[src/rtl/rbd_pkg.sv]
// Shared constants, payload types and helper functions of the backward differentiator.
package rbd_pkg;

   // Sizes of the per-joint history.
   localparam int JOINT_COUNT   = 8;
   localparam int MAX_LONG_STEP = 8;
   localparam int RING_DEPTH    = 2 * MAX_LONG_STEP + 1;
   localparam int SLOT_W        = $clog2(RING_DEPTH);
   localparam int COUNT_W       = $clog2(RING_DEPTH + 1);
   localparam int HIST_DEPTH    = JOINT_COUNT * RING_DEPTH;
   localparam int HIST_ADDR_W   = $clog2(HIST_DEPTH);
   localparam int STEP_W        = 4;
   localparam int JOINT_W       = 3;

   // Datapath widths.
   localparam int DATA_W     = 32;
   localparam int DIFF_W     = 38;
   localparam int MUL_A_W    = 38;
   localparam int MUL_B_W    = 32;
   localparam int MUL_PART_W = 19;
   localparam int MUL_PP_W   = MUL_PART_W + MUL_B_W;
   localparam int MUL_PROD_W = MUL_A_W + MUL_B_W;
   localparam int FINAL_W    = 54;

   // Register indexes of the configuration port.
   localparam int CSR_INDEX_W = 3;
   localparam logic [CSR_INDEX_W-1:0] CSR_INV_SAMPLING_TIME = 3'd0;
   localparam logic [CSR_INDEX_W-1:0] CSR_LONG_STEP_SCALE   = 3'd1;
   localparam logic [CSR_INDEX_W-1:0] CSR_INITIAL_POSITION  = 3'd2;
   localparam logic [CSR_INDEX_W-1:0] CSR_LONG_WEIGHT       = 3'd3;
   localparam logic [CSR_INDEX_W-1:0] CSR_SHORT_WEIGHT      = 3'd4;

   // Reset values of the configuration registers.
   localparam logic [DATA_W-1:0]        INV_SAMPLING_TIME_RST = 32'd65536000;
   localparam logic [STEP_W-1:0]        LONG_STEP_SCALE_RST   = 4'd2;
   localparam logic signed [DATA_W-1:0] INITIAL_POSITION_RST  = 32'sd0;
   localparam logic signed [DATA_W-1:0] LONG_WEIGHT_RST       = -32'sd89478485;
   localparam logic signed [DATA_W-1:0] SHORT_WEIGHT_RST      = -32'sd715827883;

   // Method codes reported with each estimate.
   localparam logic [1:0] METHOD_INITIAL    = 2'd0;
   localparam logic [1:0] METHOD_EULER      = 2'd1;
   localparam logic [1:0] METHOD_RICHARDSON = 2'd2;

   typedef struct packed {
      logic [JOINT_W-1:0]        joint;
      logic signed [DATA_W-1:0]  position;
   } req_type;

   typedef struct packed {
      logic [JOINT_W-1:0]        joint_out;
      logic signed [DATA_W-1:0]  velocity;
      logic [1:0]                method;
      logic                      clipped;
   } rsp_type;

   typedef struct packed {
      logic                      wr_en;
      logic [HIST_ADDR_W-1:0]    wr_addr;
      logic signed [DATA_W-1:0]  wr_data;
      logic [HIST_ADDR_W-1:0]    rd_addr_a;
      logic [HIST_ADDR_W-1:0]    rd_addr_b;
   } hist_req_type;

   typedef struct packed {
      logic                      start;
      logic [MUL_A_W-1:0]        a;
      logic [MUL_B_W-1:0]        b;
   } mul_req_type;

   // Flat history address of one slot of one joint's ring.
   function automatic logic [HIST_ADDR_W-1:0] hist_addr(input logic [JOINT_W-1:0] joint,
                                                        input logic [SLOT_W-1:0] slot);
      return HIST_ADDR_W'(joint) * HIST_ADDR_W'(RING_DEPTH) + HIST_ADDR_W'(slot);
   endfunction

   // Ring slot that lies a given number of samples behind the newest one.
   function automatic logic [SLOT_W-1:0] back_slot(input logic [SLOT_W-1:0] slot,
                                                   input logic [SLOT_W-1:0] back);
      logic [SLOT_W:0] sum;
      sum = {1'b0, slot} + (SLOT_W+1)'(RING_DEPTH) - {1'b0, back};
      if (sum >= (SLOT_W+1)'(RING_DEPTH)) begin
         sum = sum - (SLOT_W+1)'(RING_DEPTH);
      end
      return sum[SLOT_W-1:0];
   endfunction

endpackage

[src/rtl/rbd_history_ram.sv]
// History memory of all joints' position rings, one write and two registered reads a cycle.
module rbd_history_ram (
   input  logic                              clock,
   input  rbd_pkg::hist_req_type             hist_req,
   output logic signed [rbd_pkg::DATA_W-1:0] rd_data_a,
   output logic signed [rbd_pkg::DATA_W-1:0] rd_data_b
);
   import rbd_pkg::*;

   logic signed [DATA_W-1:0] hist_mem [HIST_DEPTH];
   logic signed [DATA_W-1:0] rd_a_ff;
   logic signed [DATA_W-1:0] rd_b_ff;

   // Write the newest sample and read two older ones.
   always_ff @(posedge clock) begin
      if (hist_req.wr_en) begin
         hist_mem[hist_req.wr_addr] <= hist_req.wr_data;
      end
      rd_a_ff <= hist_mem[hist_req.rd_addr_a];
      rd_b_ff <= hist_mem[hist_req.rd_addr_b];
   end

   assign rd_data_a = rd_a_ff;
   assign rd_data_b = rd_b_ff;

endmodule

[config.mk]
export PLATFORM = sky130hd
export DESIGN_NAME = rbd_history_ram
export DESIGN_NICKNAME = d
export VERILOG_FILES = /design/src/rtl/rbd_pkg.sv /design/src/rtl/rbd_history_ram.sv
export SDC_FILE = /design/constraint.sdc
export NUM_CORES = 2
export LEC_CHECK = 0
export BUFFER_PORTS_ARGS = -buffer_cell sky130_fd_sc_hd__buf_4
export CORE_MARGIN = 4
export CORE_UTILIZATION = 45
export CTS_BUF_LIST = sky130_fd_sc_hd__clkbuf_2 sky130_fd_sc_hd__clkbuf_4 sky130_fd_sc_hd__clkbuf_8
export DETAILED_ROUTE_END_ITERATION = 10
export PLACE_DENSITY_LB_ADDON = 0.2
export SYNTH_ARGS = -nofsm -noshare
export SYNTH_HDL_FRONTEND = slang
export SYNTH_MEMORY_MAX_BITS = 65536
export SYNTH_SLANG_ARGS = --single-unit
[constraint.sdc]
create_clock -name clock -period 13.9 [get_ports clock]
set_input_delay 2.085 -clock clock [delete_from_list [all_inputs] [get_ports clock]]
set_output_delay 2.085 -clock clock [all_outputs]
set_load 0.02 [all_outputs]
==> flow_summary_export.csv <==
group,metric,value,unit
yosys,synthArstFlopShare,0,%
floorplan,start_util,45.3,%
sta,max_slew_margin,-11.1,%
yosys,syn_inst,10600,
yosys,syn_avg_cell_area,19.4,um^2
routing,drc_errors,0,
yosys,synthTopCellsByArea,"edfxtp_1, mux4_2, mux2i_1, buf_6, a211oi_1",
floorplan,pin_count,122,
run_status,status,"finished, violations left",
clocking,clk_pin_slew_worst_paths,0.06,ns
clocking,cts-root-buf,"clkbuf_8",
yosys,synth_top_cell_area_share,63.7,%
clocking,clkSinkCount,4416,
sta,tns,0,ns
yosys,synth_ff_type,"edfxtp_1",
worst_setup_path,path_max_fanout,36,
clocking,clk_path_buf_depth,4,
clocking,cts_resized,0,
global_route,grt_pass1_wl,1030000,um
routing,vias,124000,
global_route,grt_pass1_vias,123000,
final_layout,syn_to_final_growth,11.0,%
worst_setup_path,endpoint_kind,"flop",
floorplan,die_y,683,um
floorplan,core-area,0.453,mm^2
place,gp_congestion,0.945,
yosys,synth.cell_area,0.205,mm^2
sta,period_minus_slack,6.48,ns
yosys,syn_nets,10600,
clocking,postCtsSetupBuffers,0,
yosys,ys_seq_elements,4416,
worst_setup_path,crit_required,14.89,ns
yosys,ys_types,60,
clocking,cts_tree,"built",
pwr,pwr-share-comb,9.2,%
pwr,ir_drop,0.0881,mV
clocking,holdBufCountCts,0,
sta,rsz0062_at_grt,"false",
final_layout,drive_gt1_share,34.4,%
sta,report.final.hold_viol_count,0,
min_path,hold_class,"flop to flop",
yosys,synth_edf_count,4352,
routing,wl_per_cell,43.3,um
worst_setup_path,arrival,7.47,ns
place,dp_slack,6.50,ns
yosys,synth_top_cell_by_area,"edfxtp_1",
worst_setup_path,path_class,"input port to flop",
place,port_buffers,121,
yosys,ys_top_cells_by_count,"edfxtp_1, mux4_2, mux2i_1",
yosys,yosysMostFrequentCell,"edfxtp_1",
run_status,violations,"capacitance limit, slew limit",
floorplan,rows,247,
sta,layout_setup_ws,7.42,ns
job,max_cap_violations,6,
yosys,yosysSeqAreaShare,64.3,%
pwr,switchingPower,7.30,mW
routing,routed_wl,764000,um
sta,finClkSkew,0.0758,ns
sta,final-setup-viol-count,0,
global_route,grt_max_degree,104,
floorplan,die_width,683,um
pwr,cellLeakagePower,72.4,nW
clocking,clk_latency,1.30,ns
pwr,seq_power_share,51.0,%
pwr,internal_power,21.7,mW
routing,dr.pass1.iters,8,
global_route,grt.overflow.total,0,
global_route,track_usage,32.0,%
place,hpwl,472000,um
sta,drv_slew,14,
routing,drt.antenna.violating_nets,0,
clocking,cts_buffers,717,
yosys,yosysWarnings,0,
sta,timing.final.crit_share,46.7,%
floorplan,fp.dieArea,0.467,mm^2
pwr,p_clk_share,39.8,%
worst_setup_path,startpoint_type,"input port",
sta,hold_ws,0.810,ns
routing,via_per_inst,7.01,
final_layout,fill_cells,36400,
sta,worst_slew_pin_slew,1.67,ns
clocking,htree_levels,6,
pwr,swShare,25.2,%
sta,fmax,154,MHz
routing,drtIter0Drc,19800,
global_route,antenna_found_initial,89,
final_layout,nets,11100,
pwr,power_density,127,mW/mm^2
cell type report:
cell class                      instances  area, um^2  area share, %
Antenna cell                           31        77.6         0.0341
Clock buffer                          986       12100           5.32
Clock inverter                        317        2200          0.966
Inverter                                4        27.5         0.0121
Multi-Input combinational cell       5306       68900           30.3
Sequential cell                      4416      132000           57.9
Tap cell                             5976        7480           3.28
Timing Repair Buffer                  601        4960           2.18
power by group through the flow:
stage | Combinational (mW) | Clock [mW] | Sequential [mW]
6_report | 2.66 | 11.5 | 14.8
5_1_grt | 2.71 | 12.3 | 14.8
4_1_cts | 2.61 | 11.6 | 14.8
3_5_place_dp | 2.61 | 0 | 15.1
3_3_place_gp | 2.58 | 0 | 15.1
2_1_floorplan | 1.40 | 0 | 15.0
flip-flops by register name, indices dropped and copies added, names as in the netlist:
signal     flops
hist_mem    4352
rd_data_b     32
rd_data_a     32
critical path, cell delays in order:
cell and delay [ns]:
buf_8 0.30, buf_4 0.56, or2_2 0.63, buf_4 0.37, buf_4 0.30, o22ai_1 0.13
o311ai_1 0.98, o32ai_1 0.34, a32oi_1 1.26, o21ai_1 0.43
path summary, 6_finish.rpt:
kind	from	endpoint	slack [ns]	cells past startpoint
hold / removal	hist_mem[129][24]	rd_data_b[24]	0.81	5
setup reg to reg	hist_mem[67][2]	rd_data_a[2]	9.62	6
setup / recovery	hist_req[1]	rd_data_b[20]	7.42	10
hold reg to reg	hist_mem[129][24]	rd_data_b[24]	0.81	5
cells by family (layout without fill, tap and decap cells):
family | after synthesis | in the layout | share of synthesized area, %
compound gates | 1337 | 1337 | 4.48
buf+inv | 866 | 1908 | 2.74
flops | 4416 | 4416 | 64.3
mux | 2955 | 2955 | 26.2
other cells | 0 | 31 | 0
simple gates | 1014 | 1014 | 2.30
through the flow:
step           std cells  power, mW  util, %  cell area [um^2]
2_1_floorplan      10600       16.4        -            205000
3_3_place_gp       16300       17.6     47.0            213000
3_5_place_dp       16300       17.7     47.0            213000
4_1_cts            17600       29.0     50.2            228000
5_1_grt            17600       29.8     50.2            228000
6_report           17600       29.0     50.2            228000
routing by layer:
| metal | wire length [um] | global-route usage (%) | part of all wire, % | up-vias |
|---|---|---|---|---|
| met4 | 56700 | 19.6 | 7.4 | 32 |
| met1 | 265000 | 41.1 | 35 | 65900 |
| met3 | 99500 | 9.81 | 13 | 1822 |
| met5 | 217 | 0 | 0.028 | - |
| li1 | - | - | - | 46600 |
| met2 | 342000 | 48.0 | 45 | 9337 |
cell usage in the layout (no fill, tap or decap), types with 20 or more instances in the layout:
master and n:
a211oi_1 194, a21oi_1 184, a221oi_1 39, a22oi_1 163
a31oi_1 68, a32oi_1 27, and2_1 20, and3_1 31
buf_12 23, buf_4 557, bufinv_16 25, clkbuf_4 234
clkbuf_8 752, clkinv_1 158, clkinv_2 85, clkinvlp_4 22
dfxtp_1 64, diode_2 31, edfxtp_1 4352, mux2_2 117
mux2i_1 925, mux4_2 1913, nand2_1 349, nand2b_1 28
nand3_1 54, nor2_1 112, nor2_4 137, nor2b_1 161
nor3_1 46, o211ai_1 107, o21ai_0 106, o21ai_1 60
o221ai_1 64, o22ai_1 181, o32ai_1 40
Note: power is estimated with default switching activity, not from simulation.
