[src/rtl/rbd_pkg.sv]
// Shared constants, payload types and helper functions of the backward differentiator.
package rbd_pkg;

   // Sizes of the per-joint history.
   localparam int JOINT_COUNT   = 8;
   localparam int MAX_LONG_STEP = 8;
   localparam int RING_DEPTH    = 2 * MAX_LONG_STEP + 1;
   localparam int SLOT_W        = $clog2(RING_DEPTH);
   localparam int COUNT_W       = $clog2(RING_DEPTH + 1);
   localparam int HIST_DEPTH    = JOINT_COUNT * RING_DEPTH;
   localparam int HIST_ADDR_W   = $clog2(HIST_DEPTH);
   localparam int STEP_W        = 4;
   localparam int JOINT_W       = 3;

   // Datapath widths.
   localparam int DATA_W     = 32;
   localparam int DIFF_W     = 38;
   localparam int MUL_A_W    = 38;
   localparam int MUL_B_W    = 32;
   localparam int MUL_PART_W = 19;
   localparam int MUL_PP_W   = MUL_PART_W + MUL_B_W;
   localparam int MUL_PROD_W = MUL_A_W + MUL_B_W;
   localparam int FINAL_W    = 54;

   // Register indexes of the configuration port.
   localparam int CSR_INDEX_W = 3;
   localparam logic [CSR_INDEX_W-1:0] CSR_INV_SAMPLING_TIME = 3'd0;
   localparam logic [CSR_INDEX_W-1:0] CSR_LONG_STEP_SCALE   = 3'd1;
   localparam logic [CSR_INDEX_W-1:0] CSR_INITIAL_POSITION  = 3'd2;
   localparam logic [CSR_INDEX_W-1:0] CSR_LONG_WEIGHT       = 3'd3;
   localparam logic [CSR_INDEX_W-1:0] CSR_SHORT_WEIGHT      = 3'd4;

   // Reset values of the configuration registers.
   localparam logic [DATA_W-1:0]        INV_SAMPLING_TIME_RST = 32'd65536000;
   localparam logic [STEP_W-1:0]        LONG_STEP_SCALE_RST   = 4'd2;
   localparam logic signed [DATA_W-1:0] INITIAL_POSITION_RST  = 32'sd0;
   localparam logic signed [DATA_W-1:0] LONG_WEIGHT_RST       = -32'sd89478485;
   localparam logic signed [DATA_W-1:0] SHORT_WEIGHT_RST      = -32'sd715827883;

   // Method codes reported with each estimate.
   localparam logic [1:0] METHOD_INITIAL    = 2'd0;
   localparam logic [1:0] METHOD_EULER      = 2'd1;
   localparam logic [1:0] METHOD_RICHARDSON = 2'd2;

   typedef struct packed {
      logic [JOINT_W-1:0]        joint;
      logic signed [DATA_W-1:0]  position;
   } req_type;

   typedef struct packed {
      logic [JOINT_W-1:0]        joint_out;
      logic signed [DATA_W-1:0]  velocity;
      logic [1:0]                method;
      logic                      clipped;
   } rsp_type;

   typedef struct packed {
      logic                      wr_en;
      logic [HIST_ADDR_W-1:0]    wr_addr;
      logic signed [DATA_W-1:0]  wr_data;
      logic [HIST_ADDR_W-1:0]    rd_addr_a;
      logic [HIST_ADDR_W-1:0]    rd_addr_b;
   } hist_req_type;

   typedef struct packed {
      logic                      start;
      logic [MUL_A_W-1:0]        a;
      logic [MUL_B_W-1:0]        b;
   } mul_req_type;

   // Flat history address of one slot of one joint's ring.
   function automatic logic [HIST_ADDR_W-1:0] hist_addr(input logic [JOINT_W-1:0] joint,
                                                        input logic [SLOT_W-1:0] slot);
      return HIST_ADDR_W'(joint) * HIST_ADDR_W'(RING_DEPTH) + HIST_ADDR_W'(slot);
   endfunction

   // Ring slot that lies a given number of samples behind the newest one.
   function automatic logic [SLOT_W-1:0] back_slot(input logic [SLOT_W-1:0] slot,
                                                   input logic [SLOT_W-1:0] back);
      logic [SLOT_W:0] sum;
      sum = {1'b0, slot} + (SLOT_W+1)'(RING_DEPTH) - {1'b0, back};
      if (sum >= (SLOT_W+1)'(RING_DEPTH)) begin
         sum = sum - (SLOT_W+1)'(RING_DEPTH);
      end
      return sum[SLOT_W-1:0];
   endfunction

endpackage

[src/rtl/rbd_mul.sv]
// Shared unsigned multiplier that forms a 38 by 32 bit product from two partial products.
module rbd_mul (
   input  logic                              clock,
   input  logic                              reset,
   input  rbd_pkg::mul_req_type              mul_req,
   output logic                              done,
   output logic [rbd_pkg::MUL_PROD_W-1:0]    product
);
   import rbd_pkg::*;

   typedef enum logic [1:0] {
      MUL_LOW,
      MUL_HIGH,
      MUL_ACC
   } step_type;

   step_type                step_ff;
   logic                    busy_ff;
   logic                    done_ff;
   logic [MUL_A_W-1:0]      a_ff;
   logic [MUL_B_W-1:0]      b_ff;
   logic [MUL_PP_W-1:0]     pp_ff;
   logic [MUL_PROD_W-1:0]   acc_ff;
   logic [MUL_PART_W-1:0]   a_part;
   logic [MUL_PP_W-1:0]     pp_in;

   // One partial product per cycle: the low slice of a first, then the high slice.
   assign a_part = (step_ff == MUL_LOW) ? a_ff[MUL_PART_W-1:0] : a_ff[MUL_A_W-1:MUL_PART_W];
   assign pp_in  = MUL_PP_W'(a_part) * MUL_PP_W'(b_ff);

   // Low half product, then high half product, then shifted accumulate.
   always_ff @(posedge clock) begin
      if (reset) begin
         step_ff <= MUL_LOW;
         busy_ff <= 1'b0;
         done_ff <= 1'b0;
      end else begin
         done_ff <= 1'b0;
         if (mul_req.start) begin
            a_ff    <= mul_req.a;
            b_ff    <= mul_req.b;
            step_ff <= MUL_LOW;
            busy_ff <= 1'b1;
         end else if (busy_ff) begin
            case (step_ff)
               MUL_LOW: begin
                  pp_ff   <= pp_in;
                  step_ff <= MUL_HIGH;
               end
               MUL_HIGH: begin
                  acc_ff  <= MUL_PROD_W'(pp_ff);
                  pp_ff   <= pp_in;
                  step_ff <= MUL_ACC;
               end
               MUL_ACC: begin
                  acc_ff  <= acc_ff + (MUL_PROD_W'(pp_ff) << MUL_PART_W);
                  busy_ff <= 1'b0;
                  done_ff <= 1'b1;
                  step_ff <= MUL_LOW;
               end
               default: begin
                  busy_ff <= 1'b0;
                  step_ff <= MUL_LOW;
               end
            endcase
         end
      end
   end

   assign done    = done_ff;
   assign product = acc_ff;

endmodule

[config.mk]
export PLATFORM = sky130hd
export DESIGN_NAME = rbd_mul
export DESIGN_NICKNAME = d
export VERILOG_FILES = /design/src/rtl/rbd_pkg.sv /design/src/rtl/rbd_mul.sv
export SDC_FILE = /design/constraint.sdc
export NUM_CORES = 2
export LEC_CHECK = 0
export ABC_AREA = 1
export BUFFER_PORTS_ARGS = -buffer_cell sky130_fd_sc_hd__buf_2
export CAP_MARGIN = 0
export CORE_UTILIZATION = 35
export DETAILED_ROUTE_END_ITERATION = 10
export GPL_TIMING_DRIVEN = 1
export SETUP_SLACK_MARGIN = 0.2
export SLEW_MARGIN = 10
export SYNTH_ARGS = -nofsm -noshare
export SYNTH_HDL_FRONTEND = slang
export SYNTH_SLANG_ARGS = --single-unit
[constraint.sdc]
create_clock -name clock -period 8.5 [get_ports clock]
set_input_delay 1.275 -clock clock [delete_from_list [all_inputs] [get_ports clock]]
set_output_delay 1.275 -clock clock [all_outputs]
set_load 0.1 [all_outputs]
==> results.py <==
metrics = {
    "clock_tree": {
        "root_buffer": "clkbuf_16",
        "numCtsBuffers": 17,
        "insertion_delay_ps": 540,
        "cts_setup_buffers": 0,
        "cts_hold_buf": 0,
        "cts_tree": "yes",
        "path_clk_slew_ps": 80,
        "cts.sinks": 195,
        "post_cts_resized": 0,
        "cts_buffer_depth": 2,
        "htree_num_levels": 4,
    },
    "layout": {
        "num_antenna_cells": 0,
        "num-nets-final": 4720,
        "fillers": 9165,
        "seq_area_um2": 5816,
        "area_growth_pct": 8.214,
        "multi_input_area_um2": 20970,
        "final_layout_size_suffix_gt1_share_pct": 8.485,
    },
    "global_route": {
        "grt_start_max_net_pins": 58,
        "grt_overflow": 0,
        "grt_usage_pct": 22.63,
        "antenna_found_initial": 3,
        "grt_pass1_wl_mm": 151.5,
        "grt_pass1_vias": 25902,
    },
    "sta": {
        "fin_skew_ps": 40.59,
        "worst_slew_pin_slew_ps": 1318,
        "post-route-period-util_pct": 88.02,
        "finalHoldViolations": 0,
        "slew_viol_final": 0,
        "setup-violations-final": 0,
        "setup_tns_ps": 0,
        "rsz0062_at_grt": "no",
        "fmax_ghz": 0.1337,
        "relSlewSlack_pct": 12.14,
        "period_needed_ps": 7481,
    },
    "yosys": {
        "synth.distinct_cells": 45,
        "synth_nets": 4627,
        "async_flop_share_pct": 0,
        "netlist_area_um2": 30800,
        "synth_top_cell_by_area": "fa_1",
        "synth_edf_count": 191,
        "ys.flop_type": "edfxtp_1",
        "post-synth-top-area-fraction_pct": 33.15,
        "netlist_top_cells_area": "fa_1, edfxtp_1, nand2_1",
        "syn_avg_cell_area_um2": 7.991,
        "synth-seq-cells": 195,
        "seq_area_frac_synth_pct": 18.88,
        "yosys_warnings": 0,
        "syn_inst": 3854,
    },
    "detailed_routing": {
        "first_iter_violations": 1863,
        "drtPass1Iterations": 6,
        "wl_mm": 97.03,
        "vias": 24686,
        "wl_per_cell_um": 18.97,
        "drc_errors": 0,
        "final_antenna_net_count": 0,
        "avgViaCountPerCell": 4.826,
    },
    "placement": {
        "hpwl_mm": 81.34,
        "port_buffers": 143,
        "place_congestion": 0.9711,
    },
    "worst_setup_path": {
        "critPathCaptureType": "flop",
        "startpoint": "step_ff[0]",
        "critPathMaxStageDelay_ps": 1060,
        "cp_slowest_cell": "o21ai_2",
        "arrival_ps": 7730,
        "r2r_end": "pp_ff[40]",
        "rrSetupSlack_ps": 1020,
        "worstReg2RegStart": "step_ff[0]",
        "critPathCapture": "pp_ff[40]",
        "r2r_cells": 26,
        "cp-start-kind": "flop",
        "worst-path-max-fanout": 21,
        "critPathKind": "flop to flop",
        "cp.required_ps": 8750,
    },
    "die": {
        "die_w_um": 298.6,
        "core_area_um2": 87020,
        "fp.dieH_um": 298.6,
        "rows": 108,
        "start_util_pct": 35.39,
        "die_area_um2": 89190,
        "pin_count": 144,
    },
    "run": {
        "cap_violations": 0,
    },
    "hold_path": {
        "holdCritPathClass": "flop to flop",
    },
    "status": {
        "status": "complete, no violations",
    },
}
[synth_stat cells (20+ instances only)]
library cell,n
nand2_2,28
nand3_1,85
nand2_1,939
buf_2,38
clkbuf_1,41
edfxtp_1,191
xnor2_1,26
fa_1,510
ha_1,190
xor2_1,25
nor2_2,29
nor2_1,480
inv_2,26
clkinv_1,20
a21oi_1,112
o21ai_0,44
inv_1,909
[kinds of logic after synthesis]
group / share of synthesized area, %
AOI/OAI and AO/OA: 4.010
and+or+nand+nor: 21.65
adders and majority gates: 40.87
xor gates and xnor gates: 1.450
DFF: 18.88
buffers and inverters: 13.13
[worst min path at each step]
stage	startpoint	depth (start not counted)	slack [ps]	endpoint
after floorplan	busy_ff	2	470	step_ff[0]
after global placement	step_ff[1]	1	510	step_ff[1]
after detailed placement	busy_ff	2	520	step_ff[0]
after CTS	busy_ff	2	530	step_ff[0]
after global routing	busy_ff	2	560	step_ff[0]
final	busy_ff	2	540	step_ff[0]
[sequential cells by signal, summed over array words and instances, names as in the netlist]
| signal | cells |
|---|---|
| step_ff | 2 |
| product | 70 |
| pp_ff | 51 |
| busy_ff | 1 |
| b_ff | 32 |
| done | 1 |
| a_ff | 38 |
[worst max-delay path: cells and delay by family, from the launching register on]
family / cells / cell delay [ps]
simple gates: 9 / 1090
flops: 1 / 370
compound gates: 1 / 1060
buf+inv: 8 / 1040
fa+ha+maj: 8 / 3620
[metrics by stage]
step | cell area (µm²) | hold slack [ps] | util, % | setup slack [ps] | cells
2_1_floorplan | 30800 | 467.8 | - | 2449 | 3854
3_3_place_gp | 32740 | 506.6 | 37.62 | 1141 | 5083
3_5_place_dp | 32740 | 521.8 | 37.62 | 1104 | 5083
4_1_cts | 33330 | 532.3 | 38.30 | 1084 | 5115
5_1_grt | 33330 | 561.3 | 38.30 | 690.0 | 5115
6_report | 33330 | 539.6 | 38.30 | 1019 | 5115
[cells in the final DEF (no fill, tap or decap), types with 3 or more instances in the layout]
master | Yosys | layout
nand2_2 | 28 | 28
clkbuf_16 | 0 | 17
xnor2_1 | 26 | 26
nor2_2 | 29 | 30
clkinv_1 | 20 | 20
nor2_4 | 4 | 6
a31oi_1 | 7 | 7
ha_1 | 190 | 189
nand4_1 | 15 | 15
o21ai_2 | 13 | 15
o21ai_1 | 10 | 8
clkinv_8 | 0 | 3
buf_2 | 38 | 143
edfxtp_1 | 191 | 191
a21oi_1 | 112 | 112
inv_2 | 26 | 26
nand3_2 | 7 | 7
nand2_1 | 939 | 939
nand3_1 | 85 | 85
or2_0 | 5 | 5
nor2_1 | 480 | 477
o21bai_1 | 13 | 13
or2_2 | 9 | 9
nor3_1 | 15 | 14
inv_8 | 0 | 4
nor3_2 | 5 | 6
dfxtp_1 | 4 | 4
o21ai_4 | 3 | 3
o21a_1 | 6 | 6
o21ai_0 | 44 | 44
fa_1 | 510 | 510
nand3b_1 | 6 | 6
buf_4 | 11 | 28
xor2_1 | 25 | 25
inv_1 | 909 | 909
or2_1 | 9 | 9
[metal layers]
| metal | GRT usage (%) | part of all wire, % | vias up | wire, µm |
|---|---|---|---|---|
| met4 | 8.352 | 3.6 | 0 | 3451 |
| met3 | 3.352 | 6.5 | 145 | 6273 |
| met5 | 0 | 0 | - | 0 |
| met1 | 29.83 | 43 | 12093 | 41590 |
| met2 | 37.64 | 47 | 898 | 45720 |
| li1 | - | - | 11550 | - |
[area by class of cell]
cell class                 instances  area share [%]
clock inverter                    14          0.4730
sequential                       195           17.45
clock buffer                      18           1.288
multi-input combinational       2607           62.92
timing repair buffer             171           2.778
inverter                         955           10.76
tap                             1155           4.336
Power is left out: the tool's default activity adds up to more than one toggle a clock period on the data nets, which glitch-free logic cannot reach.
